<file path="config.mk">
export PLATFORM = sky130hd
export DESIGN_NAME = lrm_cfg_regs
export DESIGN_NICKNAME = d
export VERILOG_FILES = /design/src/design/lrm_pkg.sv /design/src/design/lrm_cfg_regs.sv
export SDC_FILE = /design/constraint.sdc
export NUM_CORES = 1
export LEC_CHECK = 0
export BUFFER_PORTS_ARGS = -buffer_cell sky130_fd_sc_hd__buf_2
export CAP_MARGIN = 20
export CORE_ASPECT_RATIO = 0.75
export CORE_MARGIN = 2
export CORE_UTILIZATION = 45
export CTS_BUF_LIST = sky130_fd_sc_hd__clkbuf_16
export DETAILED_ROUTE_END_ITERATION = 8
export PLACE_DENSITY = 0.92
export SKIP_LAST_GASP = 1
export SYNTH_ARGS = -nofsm -noshare
export SYNTH_HDL_FRONTEND = slang
export SYNTH_SLANG_ARGS = --single-unit
</file>
<file path="constraint.sdc">
create_clock -name clk -period 1.9 [get_ports clk]
set_input_delay 0.57 -clock clk [delete_from_list [all_inputs] [get_ports clk]]
set_output_delay 0.57 -clock clk [all_outputs]
set_load 0.005 [all_outputs]
</file>
<file path="src/design/lrm_pkg.sv">
`timescale 1ns / 1ps

package lrm_pkg;

  // Sine quarter-wave table depth used when the top level is not overridden.
  localparam int SINE_DEPTH_DEF = 256;

  // Configuration port geometry: two 32-bit registers at byte offsets 0 and 4.
  localparam int CFG_ADDR_W = 3;
  localparam int CFG_DATA_W = 32;
  localparam logic REG_MIN_RATE = 1'b0;
  localparam logic REG_MAX_RATE = 1'b1;

  // Register reset values, unsigned Q8.16.
  localparam logic [23:0] MIN_RATE_RST = 24'd655;
  localparam logic [23:0] MAX_RATE_RST = 24'd1310720;

  // Waveform shape codes.
  localparam logic [1:0] SHAPE_SINE     = 2'd0;
  localparam logic [1:0] SHAPE_TRIANGLE = 2'd1;
  localparam logic [1:0] SHAPE_SQUARE   = 2'd2;
  localparam logic [1:0] SHAPE_SAW      = 2'd3;

  // Full scale in Q2.15.
  localparam logic signed [16:0] ONE_Q15     = 17'sd32768;
  localparam logic signed [16:0] NEG_ONE_Q15 = -17'sd32768;

  // Constants of the sine series used to build the quarter-wave table.
  localparam longint unsigned PI_Q30 = 64'd3373259426;
  localparam longint unsigned SERIES_DIV [8] = '{
    64'd6, 64'd20, 64'd42, 64'd72, 64'd110, 64'd156, 64'd210, 64'd272
  };

  // Rate limits from the register file.
  typedef struct packed {
    logic [23:0] min_rate;
    logic [23:0] max_rate;
  } cfg_t;

  // Route fields that ride along the pipeline.
  typedef struct packed {
    logic               wr_en;
    logic               last;
    logic               uni;
    logic [1:0]         shape;
    logic signed [16:0] depth;
    logic signed [31:0] base;
    logic signed [31:0] lo;
    logic signed [31:0] hi;
    logic signed [32:0] diff;
  } side_t;

  // Beat leaving the phase unit.
  typedef struct packed {
    logic        valid;
    side_t       side;
    logic [15:0] phase;
  } phs_beat_t;

  // Beat leaving the waveform unit.
  typedef struct packed {
    logic               valid;
    side_t              side;
    logic signed [16:0] wave;
  } wav_beat_t;

endpackage

</file>
<file path="src/design/lrm_cfg_regs.sv">
`timescale 1ns / 1ps

module lrm_cfg_regs (
  input  logic                          clk,
  input  logic                          rst_n,
  input  logic                          psel,
  input  logic                          penable,
  input  logic                          pwrite,
  input  logic [lrm_pkg::CFG_ADDR_W-1:0] paddr,
  input  logic [lrm_pkg::CFG_DATA_W-1:0] pwdata,
  output logic [lrm_pkg::CFG_DATA_W-1:0] prdata,
  output logic                          pready,
  output lrm_pkg::cfg_t                 cfg
);
  import lrm_pkg::*;

  logic [23:0] min_rate_r;
  logic [23:0] max_rate_r;
  logic        reg_sel;
  logic        wr_stb;

  // The word offset selects the register; the access phase commits a write.
  assign reg_sel = paddr[CFG_ADDR_W-1];
  assign wr_stb  = psel & penable & pwrite;
  assign pready  = 1'b1;

  always_ff @(posedge clk) begin
    if (!rst_n) begin
      min_rate_r <= MIN_RATE_RST;
      max_rate_r <= MAX_RATE_RST;
    end else if (wr_stb) begin
      case (reg_sel)
        REG_MIN_RATE: min_rate_r <= pwdata[23:0];
        REG_MAX_RATE: max_rate_r <= pwdata[23:0];
        default: ;
      endcase
    end
  end

  // Read data is the selected register, zero extended.
  always_comb begin
    case (reg_sel)
      REG_MIN_RATE: prdata = CFG_DATA_W'(min_rate_r);
      REG_MAX_RATE: prdata = CFG_DATA_W'(max_rate_r);
      default:      prdata = '0;
    endcase
  end

  assign cfg.min_rate = min_rate_r;
  assign cfg.max_rate = max_rate_r;

endmodule

</file>
* Word level (Yosys, flattened, before mapping) *
Index checks and enable logic that the tools add are counted.

storage, ports and cells
  bits of input ports = 40
  word-level logic and storage cells = 8
  output and inout port bits = 81
  bits in registers = 48

cells by class
  reductions and logical operators = 2
  multiplexer cells = 1
  bitwise gates (word level) = 3

operators by type and width
  operator          number
  $pmux 32 s2       1
  $reduce_and 2->1  2
  $and 1x1->1       2
  $not 1->1         1

* Logic depth before layout (Yosys ltp) *
  word-level depth = 3
  depth in mapped cells = 5
  depth with buffers taken out = 2

* Worst setup path before layout *
No wires, ideal clock.

  path kind = input port to output port
  start = in paddr[2] (netlist name)
  end = out prdata[10] (netlist name)
  arrival = 1.226 ns
  stages on the path = 3
  data required time = 1.330 ns
  buffers on the path = 2
  path slack = 0.104 ns
  path through = buf_6 > buf_2 > mux2_2

on the way
  word-level cells in the longest chain between the ends = 2

ends and longest elaborated chain
  element              line                text
  start, declared      lrm_cfg_regs.sv:9   input logic [lrm_pkg::CFG_ADDR_W-1:0] paddr,
  $not 1->1 (no line)  --
  $pmux 32 s2 *        lrm_cfg_regs.sv:42  case (reg_sel)
  end, declared        lrm_cfg_regs.sv:11  output logic [lrm_pkg::CFG_DATA_W-1:0] prdata,

Every way passes the cells marked *; elsewhere a longest branch is shown, timed or not. The select of a mux whose other input is x is not followed.

* Worst setup path in the final report *
  start = in paddr[2] (netlist name)
  end = out prdata[12] (netlist name)

Same word-level chain as after synthesis.

==> reports/results.ini <==
[outcome]
outcome=finished, final reports clean

[placed_design]
place_area_um2=2820
numPortBuffers=101
post-place-ws_ps=-19.2
gp_congestion=0.708
dp_hpwl_um=3580

[drt]
drt_wl_total_um=5130
num_vias=1863
dr.pass1.iters=4
vias_per_cell=4.76
drc=0
ant_nets=0
detail_route.wl_per_cell_um=13.1
dr.first_iter.drc_count=53

[grt]
grt_pass1_wl_um=8070
grt_max_degree=81
grt_antenna_before_repair=0
grt_overflow=0
grt_pass1_vias=1751
grt_use_total_pct=18.1

[floorplanning]
core_um2=4870
ios=121
placementRows=22
start_util_pct=46.5
die_area_um2=5630
die_w_um=86.0
die_y_um=65.5

[yosys]
synth-seq-cells=48
synth_top_cell_area_share_pct=42.4
synth_warnings=0
syn-cell-area_um2=2270
syn_inst=232
yosysSeqAreaShare_pct=42.4
yosysUniqueCellTypes=14
synth_area_leaders=dfxtp_1 42%, mux2i_1 21%, mux2_2 12%
yosysTopAreaCell=dfxtp_1
syn_avg_cell_area_um2=9.77

[job]
cap_viol_max_count=0

[clock_network]
holdBufCountCts=0
postCtsSetupBuffers=0
cts_buffers=5
cts_tree=yes
clkTransAtPathRegs_ps=60
clk_latency_ps=270
cts_root_buf=clkbuf_16
numClockSinks=48
clockBufferDepth=2
ctsHtreeMaxLevel=2

[sta]
hold_violations=0
period_minus_slack_ps=1860
setup_slack_ps=42.2
fmax_mhz=538
setup_viol=0
rsz0062_at_grt=false
finClkSkew_ps=0
final_max_slew_viol_count=0
finalCritPeriodShare_pct=97.8

[setup_path]
critical-path-top-delay-family=buffers and inverters
worst-path-buf-inv=3
end_kind=output pin
path_cells=buf_8, clkbuf_16, mux2_2, buf_2
crit_type=input pin to output pin
required_ps=1330
cpMaxStageDelayCell=mux2_2
critPathMaxFanout=8
cp-start-kind=input pin
crit_arrival_ps=1290
critical-path-max-stage-delay_ps=320

[finish]
final.fill_count=384
drive_gt1_share_pct=42.6
stdcell_area_um2=3020
area_growth_pct=33.2
nNetsFinal=370
diodes=0

[power_and_ir_drop]
irDropWorstVdd_v=0.000432
p_leak_nw=1.49
powerDensity_nw_per_um2=695

[hold_path]
min_path_type=flop to flop

## per-layer routing
layer,GRT usage [%],vias to the layer above,wire length (µm)
met2,32.4,60,2590
met3,4.65,4,274
met5,0,-,0
li1,-,943,-
met4,4.56,0,21
met1,21.7,856,2240
## what timing repair did
action | 4_1_cts | 5_1_grt
setup endpoints to repair | 8 | 24
gates cloned | 0 | 2
hold endpoints to repair | 0 | 0
gates resized for setup | 1 | 5
## final cells by class
cell class	count	area (µm²)	area share (%)
sequential	48	961	31.8
tap	60	75.1	2.49
multi-input combinational	164	1150	38.1
clock buffer	5	125	4.14
clock inverter	3	11.3	0.373
timing repair buffer	111	696	23.0
## path summary, 6_finish.rpt
kind | from | to | slack, ps | cells past startpoint
max | paddr[2] | prdata[12] | 40 | 4
min | min_rate_r[20]$_SDFFE_PN0P_ | min_rate_r[20]$_SDFFE_PN0P_ | 470 | 2
max reg2reg | max_rate_r[21]$_SDFFE_PN0P_ | max_rate_r[21]$_SDFFE_PN0P_ | 1250 | 2
min reg2reg | min_rate_r[20]$_SDFFE_PN0P_ | min_rate_r[20]$_SDFFE_PN0P_ | 470 | 2
## state kept, by name, indices dropped and copies added (netlist names)
register / flops
min_rate_r: 24
max_rate_r: 24
## synthesized netlist by cell type (all sizes together)
cell type,n
nor2b,16
nand4,1
mux2,24
conb,2
mux2i,48
and4b,1
dfxtp,48
nand2,64
clkbuf,8
buf,19
and4,1
## report_power, final
| part | switching, mW | total (mW) | leakage, nW | internal [mW] |
|---|---|---|---|---|
| Sequential | 0.0158 | 1.04 | 0.389 | 1.03 |
| Combinational | 0.115 | 0.247 | 1.03 | 0.132 |
| Clock | 0.332 | 0.806 | 0.0738 | 0.473 |
| Total | 0.463 | 2.10 | 1.49 | 1.63 |
## kinds of logic after synthesis
kind of cell	after synthesis	synth area share (%)
other	2	0.331
buffers and inverters	27	8.06
DFF	48	42.4
muxes	72	33.1
and+or+nand+nor	83	16.1
## through the flow
stage	total power, mW	std cells	hold slack [ps]	util (%)	setup TNS (ps)
after CTS	2.12	389	470	60.7	-34.0
final	2.10	391	469	62.0	0
after detailed placement	1.30	381	458	57.8	-77.1
after global routing	2.20	391	484	62.0	0
after floorplan	1.21	239	461	-	0
after global placement	1.29	381	451	57.8	-8.56
## placed cells by master (no fill, tap or decap)
cell       synthesis  layout
and4_1             1       1
buf_2              5     100
clkinv_1           0       1
mux2_2            24      24
mux2i_1           48      48
buf_8              2       2
nand4_1            1       1
nor2b_1           16      16
clkbuf_16          0       7
conb_1             2       9
buf_12             0       5
nand2_1           64      64
inv_1              0       2
and4b_2            0       1
buf_4             10       2
dfxtp_1           48      48
## worst min-delay path: stages, from the launching register on
cell     delay, ps
dfxtp_1        310
nand2_1         50
mux2i_1         50
(Power assumes the default switching activity.)
