## src/design/lrm_pkg.sv

```systemverilog
`timescale 1ns / 1ps

package lrm_pkg;

  // Sine quarter-wave table depth used when the top level is not overridden.
  localparam int SINE_DEPTH_DEF = 256;

  // Configuration port geometry: two 32-bit registers at byte offsets 0 and 4.
  localparam int CFG_ADDR_W = 3;
  localparam int CFG_DATA_W = 32;
  localparam logic REG_MIN_RATE = 1'b0;
  localparam logic REG_MAX_RATE = 1'b1;

  // Register reset values, unsigned Q8.16.
  localparam logic [23:0] MIN_RATE_RST = 24'd655;
  localparam logic [23:0] MAX_RATE_RST = 24'd1310720;

  // Waveform shape codes.
  localparam logic [1:0] SHAPE_SINE     = 2'd0;
  localparam logic [1:0] SHAPE_TRIANGLE = 2'd1;
  localparam logic [1:0] SHAPE_SQUARE   = 2'd2;
  localparam logic [1:0] SHAPE_SAW      = 2'd3;

  // Full scale in Q2.15.
  localparam logic signed [16:0] ONE_Q15     = 17'sd32768;
  localparam logic signed [16:0] NEG_ONE_Q15 = -17'sd32768;

  // Constants of the sine series used to build the quarter-wave table.
  localparam longint unsigned PI_Q30 = 64'd3373259426;
  localparam longint unsigned SERIES_DIV [8] = '{
    64'd6, 64'd20, 64'd42, 64'd72, 64'd110, 64'd156, 64'd210, 64'd272
  };

  // Rate limits from the register file.
  typedef struct packed {
    logic [23:0] min_rate;
    logic [23:0] max_rate;
  } cfg_t;

  // Route fields that ride along the pipeline.
  typedef struct packed {
    logic               wr_en;
    logic               last;
    logic               uni;
    logic [1:0]         shape;
    logic signed [16:0] depth;
    logic signed [31:0] base;
    logic signed [31:0] lo;
    logic signed [31:0] hi;
    logic signed [32:0] diff;
  } side_t;

  // Beat leaving the phase unit.
  typedef struct packed {
    logic        valid;
    side_t       side;
    logic [15:0] phase;
  } phs_beat_t;

  // Beat leaving the waveform unit.
  typedef struct packed {
    logic               valid;
    side_t              side;
    logic signed [16:0] wave;
  } wav_beat_t;

endpackage

```

## src/design/lrm_out_if.sv

```systemverilog
`timescale 1ns / 1ps

interface lrm_out_if;
  logic               valid;
  logic               ready;
  logic signed [31:0] written_value;
  logic               write_enable;
  logic               last_result;

  modport source (
    output valid, written_value, write_enable, last_result,
    input  ready
  );

  modport sink (
    input  valid, written_value, write_enable, last_result,
    output ready
  );
endinterface

```

## src/design/lrm_scale.sv

```systemverilog
`timescale 1ns / 1ps

module lrm_scale (
  input  logic               clk,
  input  logic               rst_n,
  input  logic               adv,
  input  lrm_pkg::wav_beat_t w_beat,
  lrm_out_if.source          out_ch
);
  import lrm_pkg::*;

  // Stage 5: depth times wave, at most 2^30 in magnitude.
  logic               s5_valid_r;
  side_t              s5_side_r;
  logic signed [31:0] s5_dw_r;
  logic signed [33:0] dw_full;

  // Stage 6: times the range width, below 2^62 in magnitude.
  logic               s6_valid_r;
  side_t              s6_side_r;
  logic signed [63:0] s6_prod_r;
  logic signed [64:0] prod_full;

  // Stage 7: scaled by 2^-30, rounded half away from zero.
  logic               s7_valid_r;
  side_t              s7_side_r;
  logic signed [33:0] s7_delta_r;
  logic signed [63:0] rnd;

  // Output register.
  logic               out_valid_r;
  logic signed [31:0] out_value_r;
  logic               out_wr_en_r;
  logic               out_last_r;
  logic signed [34:0] sum_w;
  logic signed [34:0] lo_w;
  logic signed [34:0] hi_w;
  logic signed [34:0] clip_w;

  assign dw_full = 34'(w_beat.side.depth) * 34'(w_beat.wave);

  always_ff @(posedge clk) begin
    if (!rst_n) begin
      s5_valid_r <= 1'b0;
    end else if (adv) begin
      s5_valid_r <= w_beat.valid;
    end
  end

  always_ff @(posedge clk) begin
    if (adv) begin
      s5_side_r <= w_beat.side;
      s5_dw_r   <= dw_full[31:0];
    end
  end

  assign prod_full = 65'(s5_dw_r) * 65'(s5_side_r.diff);

  always_ff @(posedge clk) begin
    if (!rst_n) begin
      s6_valid_r <= 1'b0;
    end else if (adv) begin
      s6_valid_r <= s5_valid_r;
    end
  end

  always_ff @(posedge clk) begin
    if (adv) begin
      s6_side_r <= s5_side_r;
      s6_prod_r <= prod_full[63:0];
    end
  end

  // A negative product rounds with one less so that ties move away from zero.
  assign rnd = s6_prod_r + (s6_prod_r[63] ? 64'sd536870911 : 64'sd536870912);

  always_ff @(posedge clk) begin
    if (!rst_n) begin
      s7_valid_r <= 1'b0;
    end else if (adv) begin
      s7_valid_r <= s6_valid_r;
    end
  end

  always_ff @(posedge clk) begin
    if (adv) begin
      s7_side_r  <= s6_side_r;
      s7_delta_r <= rnd[63:30];
    end
  end

  // Add the base, raise to the minimum, then lower to the maximum.
  assign sum_w = 35'(s7_side_r.base) + 35'(s7_delta_r);
  assign lo_w  = 35'(s7_side_r.lo);
  assign hi_w  = 35'(s7_side_r.hi);

  always_comb begin
    clip_w = sum_w;
    if (clip_w < lo_w) begin
      clip_w = lo_w;
    end
    if (clip_w > hi_w) begin
      clip_w = hi_w;
    end
  end

  always_ff @(posedge clk) begin
    if (!rst_n) begin
      out_valid_r <= 1'b0;
    end else if (adv) begin
      out_valid_r <= s7_valid_r;
    end
  end

  always_ff @(posedge clk) begin
    if (adv) begin
      out_value_r <= s7_side_r.wr_en ? clip_w[31:0] : '0;
      out_wr_en_r <= s7_side_r.wr_en;
      out_last_r  <= s7_side_r.last;
    end
  end

  assign out_ch.valid         = out_valid_r;
  assign out_ch.written_value = out_value_r;
  assign out_ch.write_enable  = out_wr_en_r;
  assign out_ch.last_result   = out_last_r;

endmodule

```

## src/flat_wrapper.sv

```systemverilog
// flat-port wrapper written by rule: the top's interface ports become plain ports
module lrm_scale_flat import lrm_pkg::*;
  (clk, rst_n, adv, w_beat, out_ch_valid, out_ch_written_value, out_ch_write_enable, out_ch_last_result, out_ch_ready);
  lrm_out_if out_ch_i ();
  input  logic clk;
  input  logic rst_n;
  input  logic adv;
  input  lrm_pkg::wav_beat_t w_beat;
  output wire logic [$bits(out_ch_i.valid)-1:0] out_ch_valid;
  output wire logic [$bits(out_ch_i.written_value)-1:0] out_ch_written_value;
  output wire logic [$bits(out_ch_i.write_enable)-1:0] out_ch_write_enable;
  output wire logic [$bits(out_ch_i.last_result)-1:0] out_ch_last_result;
  input wire logic [$bits(out_ch_i.ready)-1:0] out_ch_ready;
  assign out_ch_valid = out_ch_i.valid;
  assign out_ch_written_value = out_ch_i.written_value;
  assign out_ch_write_enable = out_ch_i.write_enable;
  assign out_ch_last_result = out_ch_i.last_result;
  assign out_ch_i.ready = out_ch_ready;
  lrm_scale u_core (.clk(clk), .rst_n(rst_n), .adv(adv), .w_beat(w_beat), .out_ch(out_ch_i));
endmodule
```

## config.mk

```make
export PLATFORM = sky130hd
export DESIGN_NAME = lrm_scale_flat
export DESIGN_NICKNAME = d
export VERILOG_FILES = /design/src/design/lrm_pkg.sv /design/src/design/lrm_out_if.sv /design/src/design/lrm_scale.sv /design/src/flat_wrapper.sv
export SDC_FILE = /design/constraint.sdc
export NUM_CORES = 2
export LEC_CHECK = 0
export BUFFER_PORTS_ARGS = -buffer_cell sky130_fd_sc_hd__buf_2
export CORE_UTILIZATION = 45
export CTS_CLUSTER_DIAMETER = 120
export DETAILED_ROUTE_END_ITERATION = 8
export PLACE_DENSITY = 0.65
export SYNTH_ARGS = -nofsm -noshare
export SYNTH_HDL_FRONTEND = slang
export SYNTH_SLANG_ARGS = --single-unit
export TNS_END_PERCENT = 30
```

## constraint.sdc

```tcl
create_clock -name clk -period 7.4 [get_ports clk]
set_input_delay 1.48 -clock clk [delete_from_list [all_inputs] [get_ports clk]]
set_output_delay 1.48 -clock clk [all_outputs]
set_load 0.02 [all_outputs]
```

Word level (Yosys, flattened, before mapping)
Index checks and enable logic that the tools add are counted.
Widths: inputs -> output; s select.

cells by class
  add/sub/neg operators = 2
  $mul = 2
  $lt $le $gt $ge = 2
  mux-type cells = 3

operators by type and width
  cell            number
  $add 64x64->64  1
  $mul 32x33->64  1
  $add 32x34->35  1
  $gt 35x32->1    1
  $lt 35x32->1    1
  $mux 35         1
  $mul 17x17->32  1
  $mux 32         1
  $mux 30         1

word-level totals
  register bits = 495
  output and inout bits = 35
  logic and storage cells = 35

Logic depth before layout (Yosys ltp)
  depth in word-level cells = 5
  depth in mapped cells = 39
  mapped depth without buffers = 34

Worst setup path before layout
No wires, ideal clock.

  path type = register to register
  from = register u_core.s5_side_r[32] (netlist name)
  to = register u_core.s6_prod_r[62], data pin
  setup time = 0.258 ns
  arrival time = 7.594 ns
  required time = 7.142 ns
  slack = -0.451 ns
  cell stages (with the launch flop) = 26
  cell sequence = edfxtp_1 > buf_1 > nand2_1 > inv_1 > fa_1 > fa_1 > fa_1 > fa_1 > inv_1 > fa_1 > fa_1 > fa_1 > fa_1 > inv_1 > ha_1 > and3_1 > clkbuf_1 > a31oi_1 > o21ai_0 > o21a_1 > o21ai_0 > nand2b_1 > a21oi_1 > o41ai_1 > a21oi_1 > xnor2_1

between the ends
  word-level cells in the longest chain between the ends = 1

ends and longest elaborated chain
  element                         RTL line         text
  start, declared                 lrm_scale.sv:14  side_t s5_side_r;
  start signal, assigned          lrm_scale.sv:52  s5_side_r <= w_beat.side;
  $mul 32x33->64                  lrm_scale.sv:57  assign prod_full = 65'(s5_dw_r) * 65'(s5_side_r.diff);
  named net u_core.prod_full[62]  lrm_scale.sv:22  logic signed [64:0] prod_full;
  end signal, assigned            lrm_scale.sv:70  s6_prod_r <= prod_full[63:0];
  end, declared                   lrm_scale.sv:21  logic signed [63:0] s6_prod_r;

The timed path passes the listed nets, and every way through them passes these cells.
A chain may end at the register's enable or synchronous reset.

Worst setup path after layout
  from = register u_core.s5_side_r[17] (netlist name)
  to = register u_core.s6_prod_r[27], data pin

The elaborated chain is that of the path after synthesis.

==> flow_metrics.tcl <==
set metrics [dict create \
    fin_tns_setup_ns -1.948 \
    synth_seq_cells 495 \
    synth_nets 8481 \
    synth_ff_type "edfxtp_1" \
    die_x_um 389.3 \
    h-tree-depth 2 \
    setup_viol 16 \
    cts_tree "built" \
    fmax_ghz 0.1309 \
    ys_async_sr_fraction_pct 0 \
    grt_overflow 0 \
    crit_required_ns 7.77 \
    final_common_cell "inv_1" \
    post-route-util_pct 53.10 \
    hold_slack_ns 0.4117 \
    synthCells 6524 \
    critical-path-slowest-cell "fa_1" \
    dr_wl_met2_um 75860 \
    fin_crit_sh_pct 103.3 \
    dp_cells 9037 \
    worstSkewPairLatency_ns 0.65 \
    start_util_pct 45.48 \
    hold_class "reg2reg" \
    grt_max_degree 184 \
    ant_nets 0 \
    crit_arrival_ns 8.01 \
    clock_sinks 495 \
    finalCriticalPeriod_ns 7.641 \
    crit_top_cell "buf_4" \
    core.rowCount 141 \
    place.gp.congestion 0.8656 \
    layout-drive-gt1-share_pct 16.38 \
    endpoint_kind "flop" \
    layout.nets 9134 \
    post_drt_wl_per_cell_um 17.15 \
    cts_hold_buf 0 \
    critPathMaxStageDelay_ns 0.53 \
    grt_setup_unrepaired "yes" \
    dr_total_vias 46120 \
    finClkSkew_ns 0.03329 \
    hold_viol_final 0 \
    n_fill_cell 12820 \
    violations "setup timing" \
    yosysTopAreaCell "fa_1" \
    yosys.area.top_type_share_pct 41.12 \
    dr_wl_met3_um 8934 \
    tightest_slew_ns 1.033 \
    grt_pass1_wl_um 261700 \
    clk_path_buf_depth 3 \
    ys_seq_area_share_pct 21.97 \
    area_growth_pct 16.74 \
    outcome "finished with violations" \
    wl_um 158100 \
    path_max_fanout 8 \
    core_area_sq_mm 0.1484 \
    cap_violations 0 \
    hpwlAfterDp_um 132000 \
    vias_per_cell 5.002 \
    drt_iter0_markers 2732 \
    netlist_top_cells_area "fa_1 41%, edfxtp_1 22%, inv_1 8.4%" \
    most-common-layout-cells "1497 x inv_1, 1356 x fa_1, 1003 x nand2_1" \
    numPortBuffers 203 \
    route.detailed.drc 0 \
    syn_area_per_cell_sq_um 10.34 \
    die_area_sq_mm 0.1515 \
    numCtsBuffers 53 \
    grt_usage_pct 21.62 \
    drv_slew 0 \
    top_layer "met5" \
    wl_met1_um 69820 \
    syn_area_sq_mm 0.06748 \
    antenna_found_initial 9 \
    synth_enable_flop_cells 491 \
    ctsRootBufferMaster "clkbuf_16" \
    cts.clk_slew.worst_paths_ns 0.06 \
    fin_ws_ns -0.2413 \
    die_h_um 389.3 \
    synth_cell_types 77 \
    ys_warn_count 0 \
    final_cells 9221 \
    pin_count 208 \
    firstDrtPassIters 5 \
    start_kind "flop" \
    grt_pass1_vias 50050 \
    path_class "reg2reg" \
    slew_headroom_pct 31.12 \
]
[critical path: cells and delay by family, from the launching register on]
family                     cells  cell delay [ns]
DFF                            1             0.34
and+or+nand+nor                2             0.17
AOI/OAI and AO/OA              1             0.21
xor gates and xnor gates       1             0.12
buffers and inverters         22             2.21
adders and majority gates      9             4.31
[state kept, by name (all words and copies together) (netlist names), 32 cells and up]
signal	flops
u_core.s6_side_r	98
u_core.out_ch.written_value	32
u_core.s7_side_r	34
u_core.hi_w	32
u_core.lo_w	32
u_core.s6_prod_r	64
u_core.s7_delta_r	34
u_core.s5_dw_r	32
u_core.s5_side_r	131
[what timing repair did]
item / 4_1_cts / 5_1_grt
endpoints found under the setup margin: 55 / 61
setup buffers: 60 / 23
cloned: 5 / 2
pin swaps: 115 / 54
resized for setup: 203 / 112
[layout make-up]
type / count / area, sq um / area share (%)
clock inverter: 31 / 285.3 / 0.3621
tap: 2002 / 2505 / 3.180
antenna: 2 / 5.005 / 0.006353
clock buffer: 64 / 1368 / 1.736
sequential: 495 / 14820 / 18.82
multi-input combinational: 4233 / 46980 / 59.64
inverter: 1519 / 5702 / 7.238
timing repair buffer: 875 / 7111 / 9.026
[metal layers]
layer  up-vias  track usage [%]
li1      20970                -
met1     23610            29.87
met2      1301            36.59
met3       239            2.556
met4        10            4.796
met5         -                0
[Yosys cell counts, drive strengths merged (13+ instances only)]
cell type  instances
a211oi            20
a21o              84
a21oi            133
a31oi             21
and2             383
and3              20
clkbuf           265
edfxtp           491
fa              1386
ha               398
inv             1519
mux2i             30
nand2           1016
nand2b            39
nand3             33
nand4             35
nor2             142
nor2b             23
nor3              16
o211ai            13
o21a              24
o21ai            107
o21bai            15
xnor2            123
xor2              54
[final timing paths]
kind,from,endpoint,slack (ns),cells past startpoint
worst min-delay path,u_core.s5_side_r[46]$_DFFE_PP_,u_core.s6_side_r[46]$_DFFE_PP_,0.41,0
worst min register to register,u_core.s5_side_r[46]$_DFFE_PP_,u_core.s6_side_r[46]$_DFFE_PP_,0.41,0
worst max-delay path,u_core.s5_side_r[17]$_DFFE_PP_,u_core.s6_prod_r[27]$_DFFE_PP_,-0.24,35
worst max register to register,u_core.s5_side_r[17]$_DFFE_PP_,u_core.s6_prod_r[27]$_DFFE_PP_,-0.24,35
[metrics by stage]
stage                     setup slack, ns  area [sq um]
after floorplan                  -0.08178         67520
after global placement            -0.5684         74930
after detailed placement          -0.6432         74930
after CTS                         -0.1802         78040
after global routing              -0.4963         78780
final                             -0.2413         78780
[logic make-up after synthesis]
kind of cell,Yosys count,share of synthesized area [%]
buffers and inverters,1796,10.03
adder cells (fa/ha/maj),1784,48.50
AND/OR/NAND/NOR,1735,11.72
AO/OA/AOI/OAI,498,4.899
flip-flops,495,21.97
XOR/XNOR,177,2.297
multiplexers,39,0.5952
Power is not shown: default switching activity piles up to over one toggle a cycle in this logic, so the estimate is an artifact.
