$ cat config.mk
export PLATFORM = sky130hd
export DESIGN_NAME = lrm_phase_flat
export DESIGN_NICKNAME = d
export VERILOG_FILES = /design/src/design/lrm_pkg.sv /design/src/design/lrm_in_if.sv /design/src/design/lrm_phase.sv /design/src/flat_wrapper.sv
export SDC_FILE = /design/constraint.sdc
export NUM_CORES = 2
export LEC_CHECK = 0
export BUFFER_PORTS_ARGS = -buffer_cell sky130_fd_sc_hd__buf_4
export CAP_MARGIN = 40
export CORE_MARGIN = 4
export CORE_UTILIZATION = 55
export CTS_CLUSTER_DIAMETER = 150
export DETAILED_ROUTE_END_ITERATION = 10
export GPL_TIMING_DRIVEN = 0
export PLACE_DENSITY = 0.77
export SETUP_SLACK_MARGIN = 0.2
export SYNTH_ARGS = -nofsm -noshare
export SYNTH_HDL_FRONTEND = slang
export SYNTH_SLANG_ARGS = --single-unit
$ cat constraint.sdc
create_clock -name clk -period 20.2 [get_ports clk]
set_clock_uncertainty 0.2 [all_clocks]
set_input_delay 2.02 -clock clk [delete_from_list [all_inputs] [get_ports clk]]
set_output_delay 2.02 -clock clk [all_outputs]
set_load 0.02 [all_outputs]
$ cat src/design/lrm_pkg.sv
`timescale 1ns / 1ps

package lrm_pkg;

  // Sine quarter-wave table depth used when the top level is not overridden.
  localparam int SINE_DEPTH_DEF = 256;

  // Configuration port geometry: two 32-bit registers at byte offsets 0 and 4.
  localparam int CFG_ADDR_W = 3;
  localparam int CFG_DATA_W = 32;
  localparam logic REG_MIN_RATE = 1'b0;
  localparam logic REG_MAX_RATE = 1'b1;

  // Register reset values, unsigned Q8.16.
  localparam logic [23:0] MIN_RATE_RST = 24'd655;
  localparam logic [23:0] MAX_RATE_RST = 24'd1310720;

  // Waveform shape codes.
  localparam logic [1:0] SHAPE_SINE     = 2'd0;
  localparam logic [1:0] SHAPE_TRIANGLE = 2'd1;
  localparam logic [1:0] SHAPE_SQUARE   = 2'd2;
  localparam logic [1:0] SHAPE_SAW      = 2'd3;

  // Full scale in Q2.15.
  localparam logic signed [16:0] ONE_Q15     = 17'sd32768;
  localparam logic signed [16:0] NEG_ONE_Q15 = -17'sd32768;

  // Constants of the sine series used to build the quarter-wave table.
  localparam longint unsigned PI_Q30 = 64'd3373259426;
  localparam longint unsigned SERIES_DIV [8] = '{
    64'd6, 64'd20, 64'd42, 64'd72, 64'd110, 64'd156, 64'd210, 64'd272
  };

  // Rate limits from the register file.
  typedef struct packed {
    logic [23:0] min_rate;
    logic [23:0] max_rate;
  } cfg_t;

  // Route fields that ride along the pipeline.
  typedef struct packed {
    logic               wr_en;
    logic               last;
    logic               uni;
    logic [1:0]         shape;
    logic signed [16:0] depth;
    logic signed [31:0] base;
    logic signed [31:0] lo;
    logic signed [31:0] hi;
    logic signed [32:0] diff;
  } side_t;

  // Beat leaving the phase unit.
  typedef struct packed {
    logic        valid;
    side_t       side;
    logic [15:0] phase;
  } phs_beat_t;

  // Beat leaving the waveform unit.
  typedef struct packed {
    logic               valid;
    side_t              side;
    logic signed [16:0] wave;
  } wav_beat_t;

endpackage

$ cat src/design/lrm_in_if.sv
`timescale 1ns / 1ps

interface lrm_in_if;
  logic               valid;
  logic               ready;
  logic [31:0]        time_seconds;
  logic [1:0]         lfo_shape;
  logic [23:0]        lfo_rate;
  logic [15:0]        start_phase;
  logic               unipolar;
  logic               source_active;
  logic signed [16:0] route_depth;
  logic signed [31:0] base_value;
  logic signed [31:0] range_minimum;
  logic signed [31:0] range_maximum;
  logic               target_present;
  logic               last_entry;

  modport source (
    output valid, time_seconds, lfo_shape, lfo_rate, start_phase, unipolar,
           source_active, route_depth, base_value, range_minimum, range_maximum,
           target_present, last_entry,
    input  ready
  );

  modport sink (
    input  valid, time_seconds, lfo_shape, lfo_rate, start_phase, unipolar,
           source_active, route_depth, base_value, range_minimum, range_maximum,
           target_present, last_entry,
    output ready
  );
endinterface

$ cat src/design/lrm_phase.sv
`timescale 1ns / 1ps

module lrm_phase (
  input  logic               clk,
  input  logic               rst_n,
  input  logic               adv,
  input  lrm_pkg::cfg_t      cfg,
  lrm_in_if.sink             in_ch,
  output lrm_pkg::phs_beat_t ph_beat
);
  import lrm_pkg::*;

  // Stage 1: rate and depth clamp, write qualification, range width.
  logic               s1_valid_r;
  side_t              s1_side_r;
  logic [31:0]        s1_time_r;
  logic [23:0]        s1_rate_r;
  logic [15:0]        s1_start_r;
  side_t              s1_side_nxt;
  logic [23:0]        rate_nxt;
  logic signed [16:0] depth_nxt;

  // Stage 2: phase accumulation.
  logic               s2_valid_r;
  side_t              s2_side_r;
  logic [15:0]        s2_phase_r;
  logic [55:0]        tr_prod;
  logic [15:0]        phase_nxt;

  // The whole pipeline moves together, so ready is the shared advance.
  assign in_ch.ready = adv;

  // Clamp the rate: below the minimum wins over above the maximum.
  always_comb begin
    if (in_ch.lfo_rate < cfg.min_rate) begin
      rate_nxt = cfg.min_rate;
    end else if (in_ch.lfo_rate > cfg.max_rate) begin
      rate_nxt = cfg.max_rate;
    end else begin
      rate_nxt = in_ch.lfo_rate;
    end
  end

  // Clamp the depth to plus or minus one.
  always_comb begin
    if (in_ch.route_depth > ONE_Q15) begin
      depth_nxt = ONE_Q15;
    end else if (in_ch.route_depth < NEG_ONE_Q15) begin
      depth_nxt = NEG_ONE_Q15;
    end else begin
      depth_nxt = in_ch.route_depth;
    end
  end

  // Collect the fields that travel with the route.
  always_comb begin
    s1_side_nxt.wr_en = in_ch.target_present & in_ch.source_active &
                        (in_ch.route_depth != '0);
    s1_side_nxt.last  = in_ch.last_entry;
    s1_side_nxt.uni   = in_ch.unipolar;
    s1_side_nxt.shape = in_ch.lfo_shape;
    s1_side_nxt.depth = depth_nxt;
    s1_side_nxt.base  = in_ch.base_value;
    s1_side_nxt.lo    = in_ch.range_minimum;
    s1_side_nxt.hi    = in_ch.range_maximum;
    s1_side_nxt.diff  = 33'(in_ch.range_maximum) - 33'(in_ch.range_minimum);
  end

  always_ff @(posedge clk) begin
    if (!rst_n) begin
      s1_valid_r <= 1'b0;
    end else if (adv) begin
      s1_valid_r <= in_ch.valid;
    end
  end

  always_ff @(posedge clk) begin
    if (adv) begin
      s1_side_r  <= s1_side_nxt;
      s1_time_r  <= in_ch.time_seconds;
      s1_rate_r  <= rate_nxt;
      s1_start_r <= in_ch.start_phase;
    end
  end

  // Phase is the fraction of time times rate plus the start phase.
  assign tr_prod   = 56'(s1_time_r) * 56'(s1_rate_r);
  assign phase_nxt = tr_prod[31:16] + s1_start_r;

  always_ff @(posedge clk) begin
    if (!rst_n) begin
      s2_valid_r <= 1'b0;
    end else if (adv) begin
      s2_valid_r <= s1_valid_r;
    end
  end

  always_ff @(posedge clk) begin
    if (adv) begin
      s2_side_r  <= s1_side_r;
      s2_phase_r <= phase_nxt;
    end
  end

  assign ph_beat.valid = s2_valid_r;
  assign ph_beat.side  = s2_side_r;
  assign ph_beat.phase = s2_phase_r;

endmodule

$ cat src/flat_wrapper.sv
// flat-port wrapper written by rule: the top's interface ports become plain ports
module lrm_phase_flat import lrm_pkg::*;
  (clk, rst_n, adv, cfg, ph_beat, in_ch_valid, in_ch_time_seconds, in_ch_lfo_shape, in_ch_lfo_rate, in_ch_start_phase, in_ch_unipolar, in_ch_source_active, in_ch_route_depth, in_ch_base_value, in_ch_range_minimum, in_ch_range_maximum, in_ch_target_present, in_ch_last_entry, in_ch_ready);
  lrm_in_if in_ch_i ();
  input  logic clk;
  input  logic rst_n;
  input  logic adv;
  input  lrm_pkg::cfg_t cfg;
  output lrm_pkg::phs_beat_t ph_beat;
  input wire logic [$bits(in_ch_i.valid)-1:0] in_ch_valid;
  input wire logic [$bits(in_ch_i.time_seconds)-1:0] in_ch_time_seconds;
  input wire logic [$bits(in_ch_i.lfo_shape)-1:0] in_ch_lfo_shape;
  input wire logic [$bits(in_ch_i.lfo_rate)-1:0] in_ch_lfo_rate;
  input wire logic [$bits(in_ch_i.start_phase)-1:0] in_ch_start_phase;
  input wire logic [$bits(in_ch_i.unipolar)-1:0] in_ch_unipolar;
  input wire logic [$bits(in_ch_i.source_active)-1:0] in_ch_source_active;
  input wire logic [$bits(in_ch_i.route_depth)-1:0] in_ch_route_depth;
  input wire logic [$bits(in_ch_i.base_value)-1:0] in_ch_base_value;
  input wire logic [$bits(in_ch_i.range_minimum)-1:0] in_ch_range_minimum;
  input wire logic [$bits(in_ch_i.range_maximum)-1:0] in_ch_range_maximum;
  input wire logic [$bits(in_ch_i.target_present)-1:0] in_ch_target_present;
  input wire logic [$bits(in_ch_i.last_entry)-1:0] in_ch_last_entry;
  output wire logic [$bits(in_ch_i.ready)-1:0] in_ch_ready;
  assign in_ch_i.valid = in_ch_valid;
  assign in_ch_i.time_seconds = in_ch_time_seconds;
  assign in_ch_i.lfo_shape = in_ch_lfo_shape;
  assign in_ch_i.lfo_rate = in_ch_lfo_rate;
  assign in_ch_i.start_phase = in_ch_start_phase;
  assign in_ch_i.unipolar = in_ch_unipolar;
  assign in_ch_i.source_active = in_ch_source_active;
  assign in_ch_i.route_depth = in_ch_route_depth;
  assign in_ch_i.base_value = in_ch_base_value;
  assign in_ch_i.range_minimum = in_ch_range_minimum;
  assign in_ch_i.range_maximum = in_ch_range_maximum;
  assign in_ch_i.target_present = in_ch_target_present;
  assign in_ch_i.last_entry = in_ch_last_entry;
  assign in_ch_ready = in_ch_i.ready;
  lrm_phase u_core (.clk(clk), .rst_n(rst_n), .adv(adv), .cfg(cfg), .in_ch(in_ch_i), .ph_beat(ph_beat));
endmodule
**Yosys cells after proc, flatten, opt, wreduce, memory -nomap -nowiden**

Index checks and enable logic that the tools add are counted.

- Bitwise gates (word level): 2
- Multiplexer cells: 3
- Reductions and logical operators: 2
- Multipliers: 1
- Magnitude comparators: 4
- Add/sub/neg operators: 2

Operators by type and width:

| operator | number |
|---|---|
| $mux W24 | 2 |
| $sub A32 B32 Y33 | 1 |
| $mul A32 B24 Y32 | 1 |
| $gt A24 B24 Y1 | 1 |
| $lt A24 B24 Y1 | 1 |
| $gt A17 B17 Y1 const B | 1 |
| $lt A17 B16 Y1 const B | 1 |
| $mux W17 | 1 |
| $reduce_bool A17 Y1 | 1 |
| $add A16 B16 Y16 | 1 |
| $and A1 B1 Y1 | 2 |
| $reduce_or A2 Y1 | 1 |

- Logic and storage cells: 39
- Register bits after elaboration: 392

**Depth between registers and ports, before layout**

- Depth after elaboration: 3
- Gate-level depth with buffers: 35

**Least setup slack after synthesis**

OpenSTA, ideal clock, no wires.

- Path type: reg-to-reg
- From: reg u_core.s1_rate_r[0]
- To: reg u_core.s2_phase_r[14] (data pin)
- Path slack: 12.005 ns
- Path buffers: 2
- Cell stages (with the launch flop): 33
- Required time: 19.719 ns
- Data arrival time: 7.714 ns
- Library setup time: 0.281 ns
- Path through: edfxtp_1 -> clkbuf_1 -> clkbuf_1 -> and2_1 -> fa_1 -> inv_1 -> fa_1 -> inv_1 -> fa_1 -> ha_1 -> fa_1 -> inv_1 -> fa_1 -> fa_1 -> inv_1 -> ha_1 -> a21oi_1 -> o21ai_0 -> a21o_1 -> a21o_1 -> a211oi_1 -> o21bai_1 -> xor2_1 -> ha_1 -> fa_1 -> a21o_1 -> a21oi_1 -> o21bai_1 -> a21o_1 -> a21oi_1 -> o21ai_0 -> o41ai_1 -> o211ai_1

- Longest elaborated chain between the ends: 2

Ends and longest elaborated chain:

| element | line | RTL |
|---|---|---|
| from (decl) | lrm_phase.sv:17 | `logic [23:0] s1_rate_r;` |
| from (signal assigned) | lrm_phase.sv:81 | `s1_rate_r <= rate_nxt;` |
| $mul A32 B24 Y32 | lrm_phase.sv:87 | `assign tr_prod = 56'(s1_time_r) * 56'(s1_rate_r);` |
| $add A16 B16 Y16 | lrm_phase.sv:88 | `assign phase_nxt = tr_prod[31:16] + s1_start_r;` |
| net u_core.phase_nxt[14] | lrm_phase.sv:28 | `logic [15:0] phase_nxt;` |
| to (signal assigned) | lrm_phase.sv:101 | `s2_phase_r <= phase_nxt;` |
| to (decl) | lrm_phase.sv:26 | `logic [15:0] s2_phase_r;` |

The timed path passes the listed nets, and every way through them passes these cells.
A chain may end at the register's enable or synchronous reset.

**Worst setup path in the final report**

- From: reg u_core.s1_rate_r[2]
- To: reg u_core.s2_phase_r[14] (data pin)

The elaborated chain is that of the path after synthesis.

==> results.ini <==
[yosys]
avgSynthCellArea_um2=11.6
ys_ff_latch=392
synth_top_area_cell=edfxtp_1
synth_edf_count=390
yosys_warnings=0
synth-main-ff-cell=edfxtp_1
syn_area_um2=30300
synth_top_area_share=0.386
yosysUniqueCellTypes=70
syn_nets=3433
ys_seq_area_frac=0.388
netlist_instances=2619
synth.area.top_cells=edfxtp_1 (39%), fa_1 (26%), ha_1 (7.5%)
async_flop_share=0

[cts]
post_cts_resized=0
clkLatencyLatePin_ps=570
cts_root_buf=clkbuf_16
cts_made_buffers=43
htreeDepth=2
path_clk_slew_ps=60
postCtsHoldBufs=0
post_cts_buffers=0
cts_max_path_buffers=3
cts_tree=built
clock_sinks=392

[layout]
mostFrequentLayoutCell=inv_1
synthToLayoutAreaGrowth_pct=18.2
fillers=4110
final_cell_mix=inv_1 (572), buf_4 (413), fa_1 (390), edfxtp_1 (390), nand2_1 (274)
final_cells=3814
layout.nets=3895
drive_gt1_frac=0.165

[setup_path]
required_ps=20310
crit_buf_inv=6
worst_path_max_delay_cell=clkbuf_1
critical-path-top-cell-by-count=fa_1
reg2reg_depth=32
crit_fanout=10
worstSetupPathType=reg -> reg
crit_path_end_kind=register
critPathTopFamily=adder cells
cp.arrival_ps=10500
critPathMaxStageDelay_ps=710
r2r_setup_slack_ps=9810
cp.depth=32
setup.worst_path.start_class=register

[sta]
tightest_slew_ps=989
period_share=0.514
fin_setup_tns_ps=0
setup_viol=0
rsz0062_at_grt=no
period_minus_slack_ps=10390
max_slew_margin=0.341
timing.final.max_slew_violations=0
hold_viol_final=0
fmax_ghz=0.0962
fin_ws_ps=9810

[placement]
placedCellCount=3732
place_hpwl_mm=65.5
dpl_worst_slack_ps=9870
place.gp.congestion=0.977
portBuffers=411

[grt]
grt_max_degree=117
grt_pass1_vias=22700
grt.total_usage=0.278
gr-total-overflow=0
antenna_found_initial=4
grt_pass1_wl_mm=127

[floorplan]
die-area_um2=59000
core_area_um2=54200
die_h_um=243
core.rowCount=85
die_x_um=243
io_pins=412
initial_core_util=0.559

[route]
via_per_inst=5.35
avgRoutedWirePerCell_um=21.2
ant_nets=0
vias=20400
drt-initial-drc-count=1192
drt_pre_antenna_iters=5
route.detailed.drc=0
wl_mm=80.9

[run_status]
status=completed

[flow_run]
maxCapViolations=0

[min_path]
min_path_cells=0
min-delay-path-class=reg -> reg

-- flip-flops by register name (all words and copies together), names as in the netlist --
signal             cells
u_core.s2_phase_r     16
u_core.s1_side_r     151
u_core.ph_beat       151
u_core.s2_valid_r      1
u_core.s1_valid_r      1
u_core.s1_rate_r      24
u_core.s1_time_r      32
u_core.s1_start_r     16
-- cell families after synthesis --
family                     share of synthesized area
xor gates and xnor gates                      0.0293
muxes                                         0.0173
and+or+nand+nor                                0.109
AOI/OAI and AO/OA                             0.0422
DFF                                            0.388
adders and majority gates                      0.332
buffers and inverters                         0.0828
-- cell usage after synthesis (2+ instances only) --
cell type / instances
dfxtp_1: 2
o21bai_1: 7
fa_1: 390
xnor2_1: 81
nand2_1: 274
and3_1: 7
nor2b_1: 13
ha_1: 181
inv_1: 572
nand2b_1: 7
a2111oi_0: 2
o21a_1: 9
nor4_1: 6
nor2_1: 37
and2_1: 254
clkbuf_1: 84
a31oi_1: 3
nand4_1: 11
a221oi_1: 4
buf_4: 3
nand3b_1: 2
o21ai_0: 31
o41ai_1: 2
mux2_2: 3
o31ai_1: 3
mux2i_1: 49
a21oi_1: 54
buf_2: 4
nor3_1: 15
xor2_1: 18
or3_1: 4
o211ai_1: 3
a211oi_1: 7
o21ai_1: 5
a21o_1: 30
o31a_1: 2
edfxtp_1: 390
o41a_1: 3
nand3_1: 16
-- routing by layer --
layer,GRT usage,vias up,part of all wire
li1,-,9176,-
met1,0.320,10300,0.36
met2,0.482,747,0.50
met3,0.0902,207,0.092
met4,0.113,8,0.046
met5,0,-,0.00068
-- per-stage QoR --
stage	hold slack (ps)	instance area (µm²)	util
floorplan	200	30300	-
global placement	200	34300	0.632
detailed placement	205	34400	0.634
CTS	216	35800	0.661
global route	220	35800	0.661
finish	216	35800	0.661
-- worst reg2reg max path: cells and delay by family, from the launching register on --
kind	cells	cell delay (ps)
fa+ha+maj	10	3910
compound gates	14	3530
buf+inv	6	1640
flops	1	410
simple gates	1	280
xor+xnor	1	180
-- layout make-up --
class / count / area [µm²] / area share
plain buffers: 92 / 363 / 0.0101
repair buffers: 417 / 3210 / 0.0896
diodes: 3 / 7.51 / 0.000209
clock inverters: 32 / 335 / 0.00936
inverters: 572 / 2150 / 0.0599
well taps: 696 / 871 / 0.0243
clock buffers: 47 / 1090 / 0.0304
multi-input cells: 1563 / 16100 / 0.448
flip-flops and latches: 392 / 11800 / 0.328
-- worst paths after layout --
path                              from               endpoint
setup / recovery   u_core.s1_rate_r[2]  u_core.s2_phase_r[14]
hold / removal    u_core.s1_side_r[45]     u_core.ph_beat[61]
setup reg to reg   u_core.s1_rate_r[2]  u_core.s2_phase_r[14]
hold reg to reg   u_core.s1_side_r[45]     u_core.ph_beat[61]
Power is not shown: default switching activity piles up to over one toggle a cycle in this logic, so the estimate is an artifact.
